==> src/sv/vscl_pkg.sv <==
package vscl_pkg;

    localparam int IDX_W = 10;
    localparam int VAL_W = 64;
    localparam int CNT_W = 11;

    typedef struct packed {
        logic [IDX_W-1:0]        entry_index;
        logic signed [VAL_W-1:0] new_value;
        logic                    force_req;
    } in_word_t;

    typedef struct packed {
        logic             written;
        logic [CNT_W-1:0] pending_count;
        logic [IDX_W-1:0] pending_head;
        logic [IDX_W-1:0] pending_tail;
        logic [CNT_W-1:0] permanent_count;
    } out_word_t;

    // append request from the lookup stage to one tracker
    typedef struct packed {
        logic             add;
        logic [IDX_W-1:0] idx;
    } trk_upd_t;

    // list state after the current update has been applied
    typedef struct packed {
        logic [CNT_W-1:0] count;
        logic [IDX_W-1:0] head;
        logic [IDX_W-1:0] tail;
    } trk_stat_t;

endpackage

==> src/sv/vscl_tracker.sv <==
module vscl_tracker #(
    parameter int ENTRY_COUNT = 1024
) (
    input  logic                clk,
    input  logic                rst_n,
    input  vscl_pkg::trk_upd_t  upd,
    output vscl_pkg::trk_stat_t stat_next
);

    logic [vscl_pkg::CNT_W-1:0] count_reg;
    logic [vscl_pkg::CNT_W-1:0] count_next;
    logic [vscl_pkg::IDX_W-1:0] head_reg;
    logic [vscl_pkg::IDX_W-1:0] head_next;
    logic [vscl_pkg::IDX_W-1:0] tail_reg;
    logic [vscl_pkg::IDX_W-1:0] tail_next;

    always_comb
    begin
        count_next = count_reg;
        head_next  = head_reg;
        tail_next  = tail_reg;
        if (upd.add)
        begin
            // empty list: the new word becomes the head as well
            if (count_reg == '0)
            begin
                head_next = upd.idx;
            end
            tail_next = upd.idx;
            if (32'(count_reg) < 32'(ENTRY_COUNT))
            begin
                count_next = count_reg + vscl_pkg::CNT_W'(1);
            end
        end
    end

    assign stat_next.count = count_next;
    assign stat_next.head  = head_next;
    assign stat_next.tail  = tail_next;

    always_ff @(posedge clk or negedge rst_n)
    begin
        if (!rst_n)
        begin
            count_reg <= '0;
            head_reg  <= '0;
            tail_reg  <= '0;
        end
        else
        begin
            count_reg <= count_next;
            head_reg  <= head_next;
            tail_reg  <= tail_next;
        end
    end

`ifndef SYNTHESIS
    a_count_monotonic: assert property (@(posedge clk) disable iff (!rst_n)
        1'b1 |=> count_reg >= $past(count_reg))
        else $error("tracker count went down");
    a_tail_follows_add: assert property (@(posedge clk) disable iff (!rst_n)
        upd.add |=> tail_reg == $past(upd.idx))
        else $error("tail not moved to appended index");
    a_empty_head_zero: assert property (@(posedge clk) disable iff (!rst_n)
        count_reg == '0 |-> head_reg == '0 && tail_reg == '0)
        else $error("empty list has non-zero head or tail");
`endif

endmodule
==> config.mk <==
export PLATFORM = sky130hd
export DESIGN_NAME = vscl_tracker
export DESIGN_NICKNAME = d
export VERILOG_FILES = /design/src/sv/vscl_pkg.sv /design/src/sv/vscl_tracker.sv
export SDC_FILE = /design/constraint.sdc
export NUM_CORES = 1
export LEC_CHECK = 0
export BUFFER_PORTS_ARGS = -buffer_cell sky130_fd_sc_hd__buf_4
export CORE_ASPECT_RATIO = 1.2
export CORE_MARGIN = 1.5
export CORE_UTILIZATION = 52
export DETAILED_ROUTE_END_ITERATION = 10
export PLACE_DENSITY = 0.82
export SETUP_SLACK_MARGIN = 0.02
export SLEW_MARGIN = 20
export SYNTH_ARGS = -nofsm -noshare
export SYNTH_HDL_FRONTEND = slang
export SYNTH_SLANG_ARGS = --single-unit
==> constraint.sdc <==
create_clock -name clk -period 2.9 [get_ports clk]
set_input_delay 0.29 -clock clk [delete_from_list [all_inputs] [get_ports clk]]
set_output_delay 0.29 -clock clk [all_outputs]
set_load 0.005 [all_outputs]
==> results of run 1 <==
-- critical path, delay by kind of cell, from the launching register on --
kind	cells	cell delay (ps)
buffers and inverters	1	130
DFF	1	410
muxes	1	380
and+or+nand+nor	2	750
-- stage by stage --
| step | total power [W] | instances | util |
|---|---|---|---|
| floorplan | 0.000487 | 90 | - |
| global placement | 0.000536 | 162 | 0.704 |
| finish | 0.000740 | 169 | 0.726 |
| detailed placement | 0.000538 | 162 | 0.704 |
| CTS | 0.000753 | 169 | 0.726 |
| global route | 0.000774 | 169 | 0.726 |
-- logic make-up (layout without fill, tap and decap cells) --
| family | Yosys count | after routing |
|---|---|---|
| flops | 31 | 31 |
| simple gates | 20 | 20 |
| mux | 20 | 20 |
| compound gates | 2 | 2 |
| fa+ha+maj | 2 | 2 |
| xor+xnor | 9 | 9 |
| buf+inv | 6 | 54 |
-- path summary, 6_finish.rpt --
check,start,end,slack (ps),cells after the start
hold reg to reg,head_reg[5],head_reg[5],500,1
min in group asynchronous,rst_n,head_reg[9],420,2
setup reg to reg,count_reg[10],head_reg[8],1240,3
hold / removal,upd[8],head_reg[8],220,2
setup / recovery,count_reg[10],stat_next[18],610,4
max in group asynchronous,rst_n,head_reg[6],2190,2
-- synth_stat cells (all sizes together) --
cell type  number
nand3           3
nor2b           2
nand3b          1
nand4b          1
dfrtp          31
nor3            5
inv             4
nand4           4
xnor2           5
o31ai           1
ha              2
nor2            1
mux2           20
buf             2
xor2            4
nor4            1
o21ai           1
nand2           2
-- final cells by class --
cell class              instances  area [sq um]
clock buffers                   6          41.3
flip-flops and latches         31           776
repair buffers                 44           333
fillers                       168           639
multi-input cells              53           487
inverters                       4          15.0
well taps                      31          38.8
-- per-layer routing --
| metal | global-route usage | up-vias |
|---|---|---|
| li1 | - | 410 |
| met1 | 0.238 | 422 |
| met2 | 0.308 | 36 |
| met3 | 0.0707 | 6 |
| met4 | 0.0857 | 0 |
| met5 | 0 | - |
-- power groups by stage --
| stage | logic, W | clock network (W) | registers (W) |
|---|---|---|---|
| after floorplan | 0.0000278 | 0 | 0.000459 |
| after global placement | 0.0000759 | 0 | 0.000460 |
| after detailed placement | 0.0000777 | 0 | 0.000460 |
| after CTS | 0.0000789 | 0.000223 | 0.000452 |
| after global routing | 0.0000854 | 0.000236 | 0.000453 |
| final | 0.0000772 | 0.000211 | 0.000452 |
-- placed cells by master, fill, tap and decap left out --
cell and instances:
sky130_fd_sc_hd__buf_4 43, sky130_fd_sc_hd__dfrtp_1 31, sky130_fd_sc_hd__mux2_2 19, sky130_fd_sc_hd__nor3_1 5, sky130_fd_sc_hd__xnor2_1 5, sky130_fd_sc_hd__clkbuf_4 5, sky130_fd_sc_hd__xor2_1 4, sky130_fd_sc_hd__inv_1 4
sky130_fd_sc_hd__nand4_1 3, sky130_fd_sc_hd__nand3_1 3, sky130_fd_sc_hd__nand2_1 2, sky130_fd_sc_hd__nor2b_1 2, sky130_fd_sc_hd__ha_1 2, sky130_fd_sc_hd__nand4b_1 1, sky130_fd_sc_hd__nand3b_1 1, sky130_fd_sc_hd__nor2_1 1
sky130_fd_sc_hd__o21ai_0 1, sky130_fd_sc_hd__nor4_4 1, sky130_fd_sc_hd__nand4_4 1, sky130_fd_sc_hd__mux2_4 1, sky130_fd_sc_hd__o31ai_1 1, sky130_fd_sc_hd__clkbuf_1 1, sky130_fd_sc_hd__dlygate4sd3_1 1
-- timing repair --
action | 4_1_cts | 5_1_grt
hold endpoints to repair | 31 | 0
resized for setup | 0 | 0
hold buffers | 1 | 0
setup endpoints to repair | 0 | 0
==> run_summary.xml, run 1 <==
<?xml version="1.0" encoding="UTF-8"?>
<metrics>
  <group name="cells_and_area">
    <metric name="antenna_cells" unit="">0</metric>
    <metric name="area.growth.synth_to_final" unit="%">31.3</metric>
    <metric name="layout-drive-gt1-share" unit="">0.507</metric>
    <metric name="final_net_count" unit="">154</metric>
    <metric name="final_cell_area" unit="sq um">1690</metric>
    <metric name="largest_reg_flops" unit="">11</metric>
  </group>
  <group name="global_routing">
    <metric name="grt.overflow.total" unit="">0</metric>
    <metric name="number_of_global_route_vias_before_repair" unit="">876</metric>
    <metric name="grt_pass1_wl" unit="mm">4.02</metric>
    <metric name="maximum_number_of_pins_on_one_net_before_global_route_repair" unit="">32</metric>
    <metric name="grt_antenna_before_repair" unit="">0</metric>
    <metric name="track_usage" unit="">0.193</metric>
  </group>
  <group name="clocking">
    <metric name="postCtsSetupBuffers" unit="">0</metric>
    <metric name="worstSkewPairLatency" unit="ps">320</metric>
    <metric name="root_buffer" unit="">sky130_fd_sc_hd__clkbuf_4</metric>
    <metric name="tritoncts_clock_tree" unit="">built</metric>
    <metric name="cts.reportedPaths.clkPinSlew" unit="ps">80</metric>
    <metric name="h-tree-depth" unit="">2</metric>
    <metric name="number_of_clock_sinks" unit="">31</metric>
    <metric name="cts_made_buffers" unit="">5</metric>
    <metric name="clock_tree_buffer_depth" unit="">2</metric>
  </group>
  <group name="yosys">
    <metric name="synth.yosys.warnings" unit="">0</metric>
    <metric name="post_synth_and_or_nand_nor_area_fraction" unit="">0.110</metric>
    <metric name="synth.net_count" unit="">105</metric>
    <metric name="synth_largest_type_area_fraction" unit="">0.603</metric>
    <metric name="synth_top_cell_by_area" unit="">sky130_fd_sc_hd__dfrtp_1</metric>
    <metric name="syn-mean-instance-area" unit="sq um">14.3</metric>
    <metric name="synth-adder-area-share" unit="">0.0194</metric>
    <metric name="synth_top_family_by_area" unit="">multiplexers</metric>
    <metric name="synth.top_cells.by_area" unit="">sky130_fd_sc_hd__dfrtp_1 (60%), sky130_fd_sc_hd__mux2_2 (17%), sky130_fd_sc_hd__xnor2_1 (3.4%), sky130_fd_sc_hd__xor2_1 (2.7%), sky130_fd_sc_hd__ha_1 (1.9%)</metric>
    <metric name="synth_mux_area_frac" unit="">0.178</metric>
    <metric name="postSynthRegisterBits" unit="">31</metric>
    <metric name="post_synth_design_cell_area" unit="sq um">1290</metric>
    <metric name="synth_seq_area_share" unit="">0.603</metric>
    <metric name="yosys.area_share.xor_xnor" unit="">0.0612</metric>
    <metric name="synthDistinctLibCells" unit="">20</metric>
    <metric name="synth_compound_area_frac" unit="">0.00972</metric>
    <metric name="synth_cells" unit="">90</metric>
  </group>
  <group name="setup_path">
    <metric name="cp_slowest_cell" unit="">sky130_fd_sc_hd__nor2b_1</metric>
    <metric name="slowest_delay" unit="ps">440</metric>
    <metric name="crit_path_max_fanout" unit="">10</metric>
    <metric name="timing.critical_path.from_type" unit="">register</metric>
    <metric name="worst-endpoint-required" unit="ps">2610</metric>
    <metric name="worstSetupPathType" unit="">register to output port</metric>
    <metric name="crit_path_cell_trace" unit="">nor2b_1, nand4_4, mux2_4, buf_4</metric>
    <metric name="timing.critical_path.arrival" unit="ps">2000</metric>
    <metric name="kind_of_end_point_of_the_critical_path" unit="">output port</metric>
  </group>
  <group name="routing">
    <metric name="detail-route-antenna-nets" unit="">0</metric>
    <metric name="drt-vias-per-instance" unit="">5.17</metric>
    <metric name="met2RoutedLength" unit="mm">1.17</metric>
    <metric name="wl_met1" unit="um">981</metric>
    <metric name="detailedRoute.firstPassIterationCount" unit="">4</metric>
    <metric name="drt_iter0_drc" unit="">12</metric>
    <metric name="num_vias" unit="">874</metric>
    <metric name="top_signal_layer_used" unit="">met4</metric>
    <metric name="routed_wire_length_per_instance" unit="um">14.0</metric>
    <metric name="drt_wl_total" unit="mm">2.36</metric>
    <metric name="wl_met3" unit="um">169</metric>
    <metric name="drc" unit="">0</metric>
  </group>
  <group name="placed_design">
    <metric name="cell_area_after_placement" unit="sq um">1640</metric>
    <metric name="dpl_worst_slack" unit="ps">819</metric>
    <metric name="placement.io_buffers" unit="">43</metric>
    <metric name="finalWeightedCongestion" unit="">0.865</metric>
    <metric name="dp_hpwl" unit="mm">1.72</metric>
  </group>
  <group name="sta">
    <metric name="ratio_of_final_minimum_period_to_clock_period" unit="">0.791</metric>
    <metric name="fin_setup_tns" unit="ps">0</metric>
    <metric name="drv_slew" unit="">0</metric>
    <metric name="setup_violations" unit="">0</metric>
    <metric name="finalWorstPathRequiredPeriod" unit="ps">2290</metric>
    <metric name="grt_setup_unrepaired" unit="">false</metric>
    <metric name="fin_hold_ws" unit="ps">222</metric>
    <metric name="fmaxAchievable" unit="MHz">436</metric>
    <metric name="timing_worst_slew_pin_value" unit="ps">529</metric>
    <metric name="largest_clock_skew_in_the_final_design" unit="ps">6.25</metric>
    <metric name="max-slew-margin-rel" unit="">0.647</metric>
    <metric name="hold_viol_final" unit="">0</metric>
    <metric name="setup_slack" unit="ps">606</metric>
  </group>
  <group name="floorplan">
    <metric name="die_height" unit="um">57.5</metric>
    <metric name="floorplan.die_area" unit="sq um">2780</metric>
    <metric name="ioPinCount" unit="">44</metric>
    <metric name="placementRows" unit="">19</metric>
    <metric name="initial_core_util" unit="">0.553</metric>
    <metric name="core_area" unit="sq um">2330</metric>
    <metric name="fp.dieW" unit="um">48.4</metric>
  </group>
  <group name="outcome">
    <metric name="outcome" unit="">finished clean</metric>
  </group>
  <group name="power">
    <metric name="switching_share" unit="">0.220</metric>
    <metric name="p_switching" unit="W">0.000163</metric>
    <metric name="clock_power_share" unit="">0.285</metric>
    <metric name="power_density_relative_to_cell_area" unit="nW/um^2">438</metric>
    <metric name="power.internal" unit="W">0.000577</metric>
    <metric name="peakVddDrop" unit="uV">345</metric>
    <metric name="seq_power_share" unit="">0.610</metric>
    <metric name="combPwrFrac" unit="">0.104</metric>
    <metric name="leak_pwr" unit="nW">0.861</metric>
  </group>
  <group name="job">
    <metric name="drv.max_cap_violation_count" unit="">0</metric>
  </group>
  <group name="min_path">
    <metric name="timing.hold.worst.class" unit="">input port to register</metric>
  </group>
</metrics>
Note: power is estimated with default switching activity, not from simulation.
==> run 2: changes to the inputs <==
CORE_UTILIZATION = 48   (was 52)
PLACE_DENSITY = 0.77   (was 0.82)
clock period = 2.3 ns   (was 2.9 ns; I/O delays follow)
==> run 2 against run 1 <==
Largest cell class unchanged. Critical path type unchanged. Power rose by 38%. Sequential cell count did not move. Non-clock buffer count rose by 1.
==> run_summary.xml, run 2 (synthesis results as in run 1) <==
<?xml version="1.0" encoding="UTF-8"?>
<metrics>
  <group name="clocking">
    <metric name="clock_tree_buffer_depth" unit="">2</metric>
    <metric name="cts.reportedPaths.clkPinSlew" unit="ps">90</metric>
    <metric name="postCtsSetupBuffers" unit="">0</metric>
    <metric name="tritoncts_clock_tree" unit="">built</metric>
    <metric name="number_of_clock_sinks" unit="">31</metric>
    <metric name="root_buffer" unit="">sky130_fd_sc_hd__clkbuf_4</metric>
    <metric name="cts_made_buffers" unit="">5</metric>
    <metric name="h-tree-depth" unit="">2</metric>
    <metric name="worstSkewPairLatency" unit="ps">320</metric>
  </group>
  <group name="global_routing">
    <metric name="grt_most_used_layer" unit="">met2</metric>
    <metric name="maximum_number_of_pins_on_one_net_before_global_route_repair" unit="">32</metric>
    <metric name="number_of_global_route_vias_before_repair" unit="">931</metric>
    <metric name="grtUsageMet3" unit="">0.0750</metric>
    <metric name="grt_util_met2" unit="">0.308</metric>
    <metric name="grt_pass1_wl" unit="mm">3.99</metric>
    <metric name="track_usage" unit="">0.180</metric>
    <metric name="grtUsageMet1" unit="">0.206</metric>
    <metric name="grt_antenna_before_repair" unit="">0</metric>
    <metric name="grt.overflow.total" unit="">0</metric>
  </group>
  <group name="floorplan">
    <metric name="placementRows" unit="">20</metric>
    <metric name="die_height" unit="um">59.7</metric>
    <metric name="fp.dieW" unit="um">50.3</metric>
    <metric name="ioPinCount" unit="">44</metric>
    <metric name="core_area" unit="sq um">2550</metric>
    <metric name="floorplan.die_area" unit="sq um">3000</metric>
    <metric name="initial_core_util" unit="">0.504</metric>
  </group>
  <group name="setup_path">
    <metric name="timing.critical_path.from_type" unit="">register</metric>
    <metric name="crit_path_max_fanout" unit="">5</metric>
    <metric name="cp_slowest_cell" unit="">sky130_fd_sc_hd__nor4_4</metric>
    <metric name="critical_path.reg2reg.endpoint" unit="">head_reg[8]</metric>
    <metric name="kind_of_end_point_of_the_critical_path" unit="">output port</metric>
    <metric name="rr_startpoint" unit="">count_reg[4]</metric>
    <metric name="worstSetupPathType" unit="">register to output port</metric>
    <metric name="slowest_delay" unit="ps">440</metric>
    <metric name="worst-endpoint-required" unit="ps">2070</metric>
    <metric name="crit_path_cell_trace" unit="">nor4_4, nand4_4, mux2_4, buf_4</metric>
    <metric name="reg2reg_depth" unit="">3</metric>
    <metric name="timing.critical_path.arrival" unit="ps">1910</metric>
    <metric name="setup_slack_of_the_worst_register_to_register_path" unit="ps">730</metric>
  </group>
  <group name="routing">
    <metric name="drt-vias-per-instance" unit="">5.13</metric>
    <metric name="drt_iter0_drc" unit="">18</metric>
    <metric name="num_vias" unit="">898</metric>
    <metric name="routed_wire_length_per_instance" unit="um">14.4</metric>
    <metric name="drt_wl_total" unit="mm">2.51</metric>
    <metric name="detail-route-antenna-nets" unit="">0</metric>
    <metric name="drc" unit="">0</metric>
    <metric name="detailedRoute.firstPassIterationCount" unit="">5</metric>
  </group>
  <group name="cells_and_area">
    <metric name="area.growth.synth_to_final" unit="%">36.8</metric>
    <metric name="layout.cells.non_filler" unit="">175</metric>
    <metric name="layout-drive-gt1-share" unit="">0.535</metric>
    <metric name="final_net_count" unit="">156</metric>
    <metric name="antenna_cells" unit="">0</metric>
    <metric name="leading_cell_types_in_the_layout_fill_and_taps_excluded" unit="">sky130_fd_sc_hd__buf_4 (44), sky130_fd_sc_hd__dfrtp_1 (31), sky130_fd_sc_hd__mux2_2 (19)</metric>
    <metric name="largest_reg_flops" unit="">11</metric>
    <metric name="leading_cell_type_in_the_layout_fill_and_taps_excluded" unit="">sky130_fd_sc_hd__buf_4</metric>
  </group>
  <group name="min_path">
    <metric name="timing.hold.worst.class" unit="">input port to register</metric>
    <metric name="hold_start" unit="">upd[2]</metric>
    <metric name="hold_path_end" unit="">tail_reg[2]</metric>
    <metric name="cell_depth_of_the_worst_min_delay_path" unit="">2</metric>
  </group>
  <group name="sta">
    <metric name="hold_viol_final" unit="">0</metric>
    <metric name="drv_slew" unit="">0</metric>
    <metric name="finalWorstPathRequiredPeriod" unit="ps">2140</metric>
    <metric name="setup_violations" unit="">0</metric>
    <metric name="fin_setup_tns" unit="ps">0</metric>
    <metric name="max-slew-margin-rel" unit="">0.691</metric>
    <metric name="timing_worst_slew_pin_value" unit="ps">463</metric>
    <metric name="grt_setup_unrepaired" unit="">false</metric>
    <metric name="largest_clock_skew_in_the_final_design" unit="ps">6.21</metric>
    <metric name="fmaxAchievable" unit="MHz">467</metric>
    <metric name="ratio_of_final_minimum_period_to_clock_period" unit="">0.932</metric>
  </group>
  <group name="power">
    <metric name="peakVddDrop" unit="uV">458</metric>
    <metric name="leak_pwr" unit="nW">0.889</metric>
    <metric name="power_density_relative_to_cell_area" unit="nW/um^2">578</metric>
  </group>
  <group name="placed_design">
    <metric name="finalWeightedCongestion" unit="">0.866</metric>
    <metric name="placement.io_buffers" unit="">43</metric>
    <metric name="placedCellCount" unit="">165</metric>
    <metric name="dp_hpwl" unit="mm">1.75</metric>
  </group>
  <group name="outcome">
    <metric name="outcome" unit="">finished clean</metric>
  </group>
  <group name="job">
    <metric name="drv.max_cap_violation_count" unit="">0</metric>
  </group>
</metrics>
==> run 2: worst max-delay path, delay by kind of cell, from the launching register on <==
family / cells / cell delay, ps
and+or+nand+nor: 2 / 670
DFF: 1 / 430
buffers and inverters: 1 / 140
muxes: 1 / 360
==> run 2: layout make-up <==
type	instances	area, sq um
clock buffers	8	68.8
well taps	33	41.3
fillers	205	791
multi-input cells	54	520
repair buffers	45	340
inverters	4	15.0
flip-flops and latches	31	776
==> run 2: timing repair <==
item	in CTS	in global routing
endpoints found under the setup margin	0	10
gates resized for setup	0	4
hold endpoints to repair	31	0
hold buffers	1	0
==> run 2: metal layers <==
metal,share of wire,up-vias,routed length [um]
met5,0,-,0
met3,0.055,3,138
met1,0.45,441,1120
met2,0.49,33,1230
met4,0.0084,0,21
li1,-,421,-
==> run 2: how the worst max path moves through the flow <==
stage,startpoint,endpoint,depth (start not counted)
3_3_place_gp,count_reg[0],stat_next[18],6
2_1_floorplan,count_reg[0],stat_next[18],5
6_report,count_reg[4],stat_next[18],4
5_1_grt,count_reg[10],stat_next[24],5
4_1_cts,count_reg[0],stat_next[18],6
3_5_place_dp,count_reg[0],stat_next[18],6
==> run 2: power breakdown <==
group | switching, W | leakage [nW] | total [W] | internal (W)
Sequential | 0.00000608 | 0.395 | 0.000570 | 0.000564
Clock | 0.000170 | 0.0386 | 0.000350 | 0.000180
Combinational | 0.0000424 | 0.455 | 0.0000989 | 0.0000565
Total | 0.000219 | 0.889 | 0.00102 | 0.000800
==> run 2: through the flow <==
stage	util	setup WS (ps)	hold WS [ps]	total power (W)	instance area (sq um)
detailed placement	0.646	482	180	0.000678	1650
CTS	0.677	113	146	0.00103	1730
global placement	0.646	538	172	0.000674	1650
floorplan	-	731	-65.6	0.000614	1290
global route	0.690	27.8	148	0.00107	1760
finish	0.690	156	162	0.00102	1760
==> run 3: changes to the inputs <==
CORE_ASPECT_RATIO = default   (was 1.2)
CORE_UTILIZATION = 35   (was 48)
HOLD_SLACK_MARGIN = 0.03   (was default)
PLACE_DENSITY = default   (was 0.77)
==> run 3 against run 2 <==
Sequential power about the same. Maximum frequency is 0.52% higher. Combinational power decreased by 2.4%. Critical path depth up 2. Setup slack gained 11 ps. Critical path type unchanged. Critical endpoint unchanged. Highest routed layer unchanged.
==> run_summary.xml, run 3 (synthesis results as in run 1) <==
<?xml version="1.0" encoding="UTF-8"?>
<metrics>
  <group name="min_path">
    <metric name="hold_path_end" unit="">head_reg[8]</metric>
    <metric name="hold_start" unit="">upd[8]</metric>
    <metric name="timing.hold.worst.class" unit="">input port to register</metric>
    <metric name="cell_depth_of_the_worst_min_delay_path" unit="">2</metric>
  </group>
  <group name="routing">
    <metric name="drt_wl_total" unit="mm">2.46</metric>
    <metric name="drc" unit="">0</metric>
    <metric name="routed_wire_length_per_instance" unit="um">13.1</metric>
    <metric name="drt_iter0_drc" unit="">16</metric>
    <metric name="drt-vias-per-instance" unit="">4.57</metric>
    <metric name="detail-route-antenna-nets" unit="">0</metric>
    <metric name="detailedRoute.firstPassIterationCount" unit="">3</metric>
    <metric name="num_vias" unit="">855</metric>
  </group>
  <group name="cells_and_area">
    <metric name="layout-drive-gt1-share" unit="">0.525</metric>
    <metric name="final_net_count" unit="">155</metric>
    <metric name="largest_reg_flops" unit="">11</metric>
    <metric name="antenna_cells" unit="">0</metric>
    <metric name="leading_cell_types_in_the_layout_fill_and_taps_excluded" unit="">sky130_fd_sc_hd__buf_4 (44), sky130_fd_sc_hd__dfrtp_1 (31), sky130_fd_sc_hd__mux2_2 (19)</metric>
    <metric name="leading_cell_type_in_the_layout_fill_and_taps_excluded" unit="">sky130_fd_sc_hd__buf_4</metric>
    <metric name="area.growth.synth_to_final" unit="%">36.6</metric>
    <metric name="final_cell_area" unit="sq um">1760</metric>
    <metric name="fillers" unit="">316</metric>
  </group>
  <group name="clocking">
    <metric name="number_of_clock_sinks" unit="">31</metric>
    <metric name="root_buffer" unit="">sky130_fd_sc_hd__clkbuf_8</metric>
    <metric name="worstSkewPairLatency" unit="ps">280</metric>
    <metric name="postCtsSetupBuffers" unit="">0</metric>
    <metric name="clock_tree_buffer_depth" unit="">2</metric>
    <metric name="cts.reportedPaths.clkPinSlew" unit="ps">60</metric>
    <metric name="tritoncts_clock_tree" unit="">built</metric>
    <metric name="h-tree-depth" unit="">2</metric>
    <metric name="cts_made_buffers" unit="">5</metric>
  </group>
  <group name="setup_path">
    <metric name="timing.critical_path.arrival" unit="ps">1900</metric>
    <metric name="crit_path_max_fanout" unit="">10</metric>
    <metric name="setup_slack_of_the_worst_register_to_register_path" unit="ps">690</metric>
    <metric name="kind_of_end_point_of_the_critical_path" unit="">output port</metric>
    <metric name="critical_path.reg2reg.endpoint" unit="">head_reg[8]</metric>
    <metric name="rr_startpoint" unit="">count_reg[0]</metric>
    <metric name="reg2reg_depth" unit="">5</metric>
    <metric name="timing.critical_path.from_type" unit="">register</metric>
    <metric name="crit_path_cell_trace" unit="">inv_1, ha_1, nor2b_1, nand4_4, mux2_4, buf_4</metric>
    <metric name="worst-endpoint-required" unit="ps">2070</metric>
    <metric name="cp_slowest_cell" unit="">sky130_fd_sc_hd__dfrtp_1</metric>
    <metric name="slowest_delay" unit="ps">410</metric>
    <metric name="worstSetupPathType" unit="">register to output port</metric>
  </group>
  <group name="global_routing">
    <metric name="grt_antenna_before_repair" unit="">0</metric>
    <metric name="grtUsageMet3" unit="">0.0661</metric>
    <metric name="grtUsageMet1" unit="">0.164</metric>
    <metric name="grt_most_used_layer" unit="">met2</metric>
    <metric name="grt_pass1_wl" unit="mm">4.04</metric>
    <metric name="number_of_global_route_vias_before_repair" unit="">853</metric>
    <metric name="track_usage" unit="">0.137</metric>
    <metric name="grt.overflow.total" unit="">0</metric>
    <metric name="grt_util_met2" unit="">0.211</metric>
    <metric name="maximum_number_of_pins_on_one_net_before_global_route_repair" unit="">32</metric>
  </group>
  <group name="sta">
    <metric name="fin_setup_tns" unit="ps">0</metric>
    <metric name="timing_worst_slew_pin_value" unit="ps">392</metric>
    <metric name="fmaxAchievable" unit="MHz">469</metric>
    <metric name="drv_slew" unit="">0</metric>
    <metric name="largest_clock_skew_in_the_final_design" unit="ps">4.25</metric>
    <metric name="setup_violations" unit="">0</metric>
    <metric name="setup_slack" unit="ps">168</metric>
    <metric name="grt_setup_unrepaired" unit="">false</metric>
    <metric name="finalWorstPathRequiredPeriod" unit="ps">2130</metric>
    <metric name="hold_viol_final" unit="">0</metric>
    <metric name="max-slew-margin-rel" unit="">0.736</metric>
    <metric name="ratio_of_final_minimum_period_to_clock_period" unit="">0.927</metric>
  </group>
  <group name="floorplan">
    <metric name="fp.dieW" unit="um">63.7</metric>
    <metric name="initial_core_util" unit="">0.374</metric>
    <metric name="floorplan.die_area" unit="sq um">4050</metric>
    <metric name="ioPinCount" unit="">44</metric>
    <metric name="die_height" unit="um">63.7</metric>
    <metric name="core_area" unit="sq um">3440</metric>
    <metric name="placementRows" unit="">21</metric>
  </group>
  <group name="placed_design">
    <metric name="cell_area_after_placement" unit="sq um">1670</metric>
    <metric name="dpl_worst_slack" unit="ps">427</metric>
    <metric name="finalWeightedCongestion" unit="">0.738</metric>
    <metric name="dp_hpwl" unit="mm">1.80</metric>
    <metric name="placement.io_buffers" unit="">43</metric>
  </group>
  <group name="outcome">
    <metric name="outcome" unit="">finished clean</metric>
  </group>
  <group name="power">
    <metric name="peakVddDrop" unit="uV">240</metric>
    <metric name="power" unit="W">0.00106</metric>
    <metric name="leak_pwr" unit="nW">0.890</metric>
    <metric name="power_density_relative_to_cell_area" unit="nW/um^2">604</metric>
  </group>
  <group name="job">
    <metric name="drv.max_cap_violation_count" unit="">0</metric>
  </group>
</metrics>
-- run 3: cell count changes in the layout (fill, tap and decap cells not counted) --
cell | previous run | this run
sky130_fd_sc_hd__clkbuf_8 | 2 | 5
sky130_fd_sc_hd__nor3_2 | 1 | 0
sky130_fd_sc_hd__nor3_1 | 4 | 5
sky130_fd_sc_hd__nor2b_1 | 1 | 2
sky130_fd_sc_hd__nor2b_4 | 1 | 0
sky130_fd_sc_hd__clkbuf_1 | 1 | 0
sky130_fd_sc_hd__nand4_4 | 2 | 1
sky130_fd_sc_hd__clkbuf_4 | 5 | 0
sky130_fd_sc_hd__clkinv_2 | 0 | 3
-- run 3: critical path: cells and delay by family, from the launching register on --
kind	cells	cell delay, ps
adders and majority gates	1	140
buffers and inverters	2	230
DFF	1	410
muxes	1	370
and+or+nand+nor	2	470
-- run 3: what timing repair did --
| item | CTS | global route |
|---|---|---|
| gates resized for setup | 0 | 0 |
| hold endpoints to repair | 31 | 0 |
| hold buffers | 1 | 0 |
-- run 3: per-layer routing --
layer / part of all wire / vias to the layer above
met1: 0.46 / 404
met4: 0.014 / 0
met2: 0.45 / 35
li1: - / 412
met5: 0 / -
met3: 0.079 / 4
-- run 3: worst max-delay path by stage --
stage                      start       endpoint  slack [ps]  depth (start not counted)
global route        count_reg[0]  stat_next[18]          40                          6
floorplan           count_reg[0]  stat_next[18]         730                          5
finish              count_reg[0]  stat_next[18]         170                          6
detailed placement  count_reg[0]  stat_next[18]         430                          6
global placement    count_reg[0]  stat_next[18]         500                          6
CTS                 count_reg[0]  stat_next[18]         130                          6
-- run 3: area by class of cell --
type	instances	area, sq um	share of cell area
flip-flops and latches	31	776	0.441
multi-input cells	53	487	0.277
repair buffers	45	340	0.193
clock buffers	5	68.8	0.0391
well taps	46	57.6	0.0327
clock inverters	3	15.0	0.00853
inverters	4	15.0	0.00853
-- run 3: through the flow --
stage	util	instances	hold WS (ps)
floorplan	-	90	-65.6
global placement	0.484	178	179
detailed placement	0.484	178	186
CTS	0.511	187	195
global route	0.511	187	198
finish	0.511	187	206
-- run 3: power by group --
part | switching, W | leakage, nW | internal (W) | total [W]
registers | 0.00000549 | 0.395 | 0.000564 | 0.000570
clock network | 0.000190 | 0.0477 | 0.000206 | 0.000397
logic | 0.0000411 | 0.447 | 0.0000553 | 0.0000965
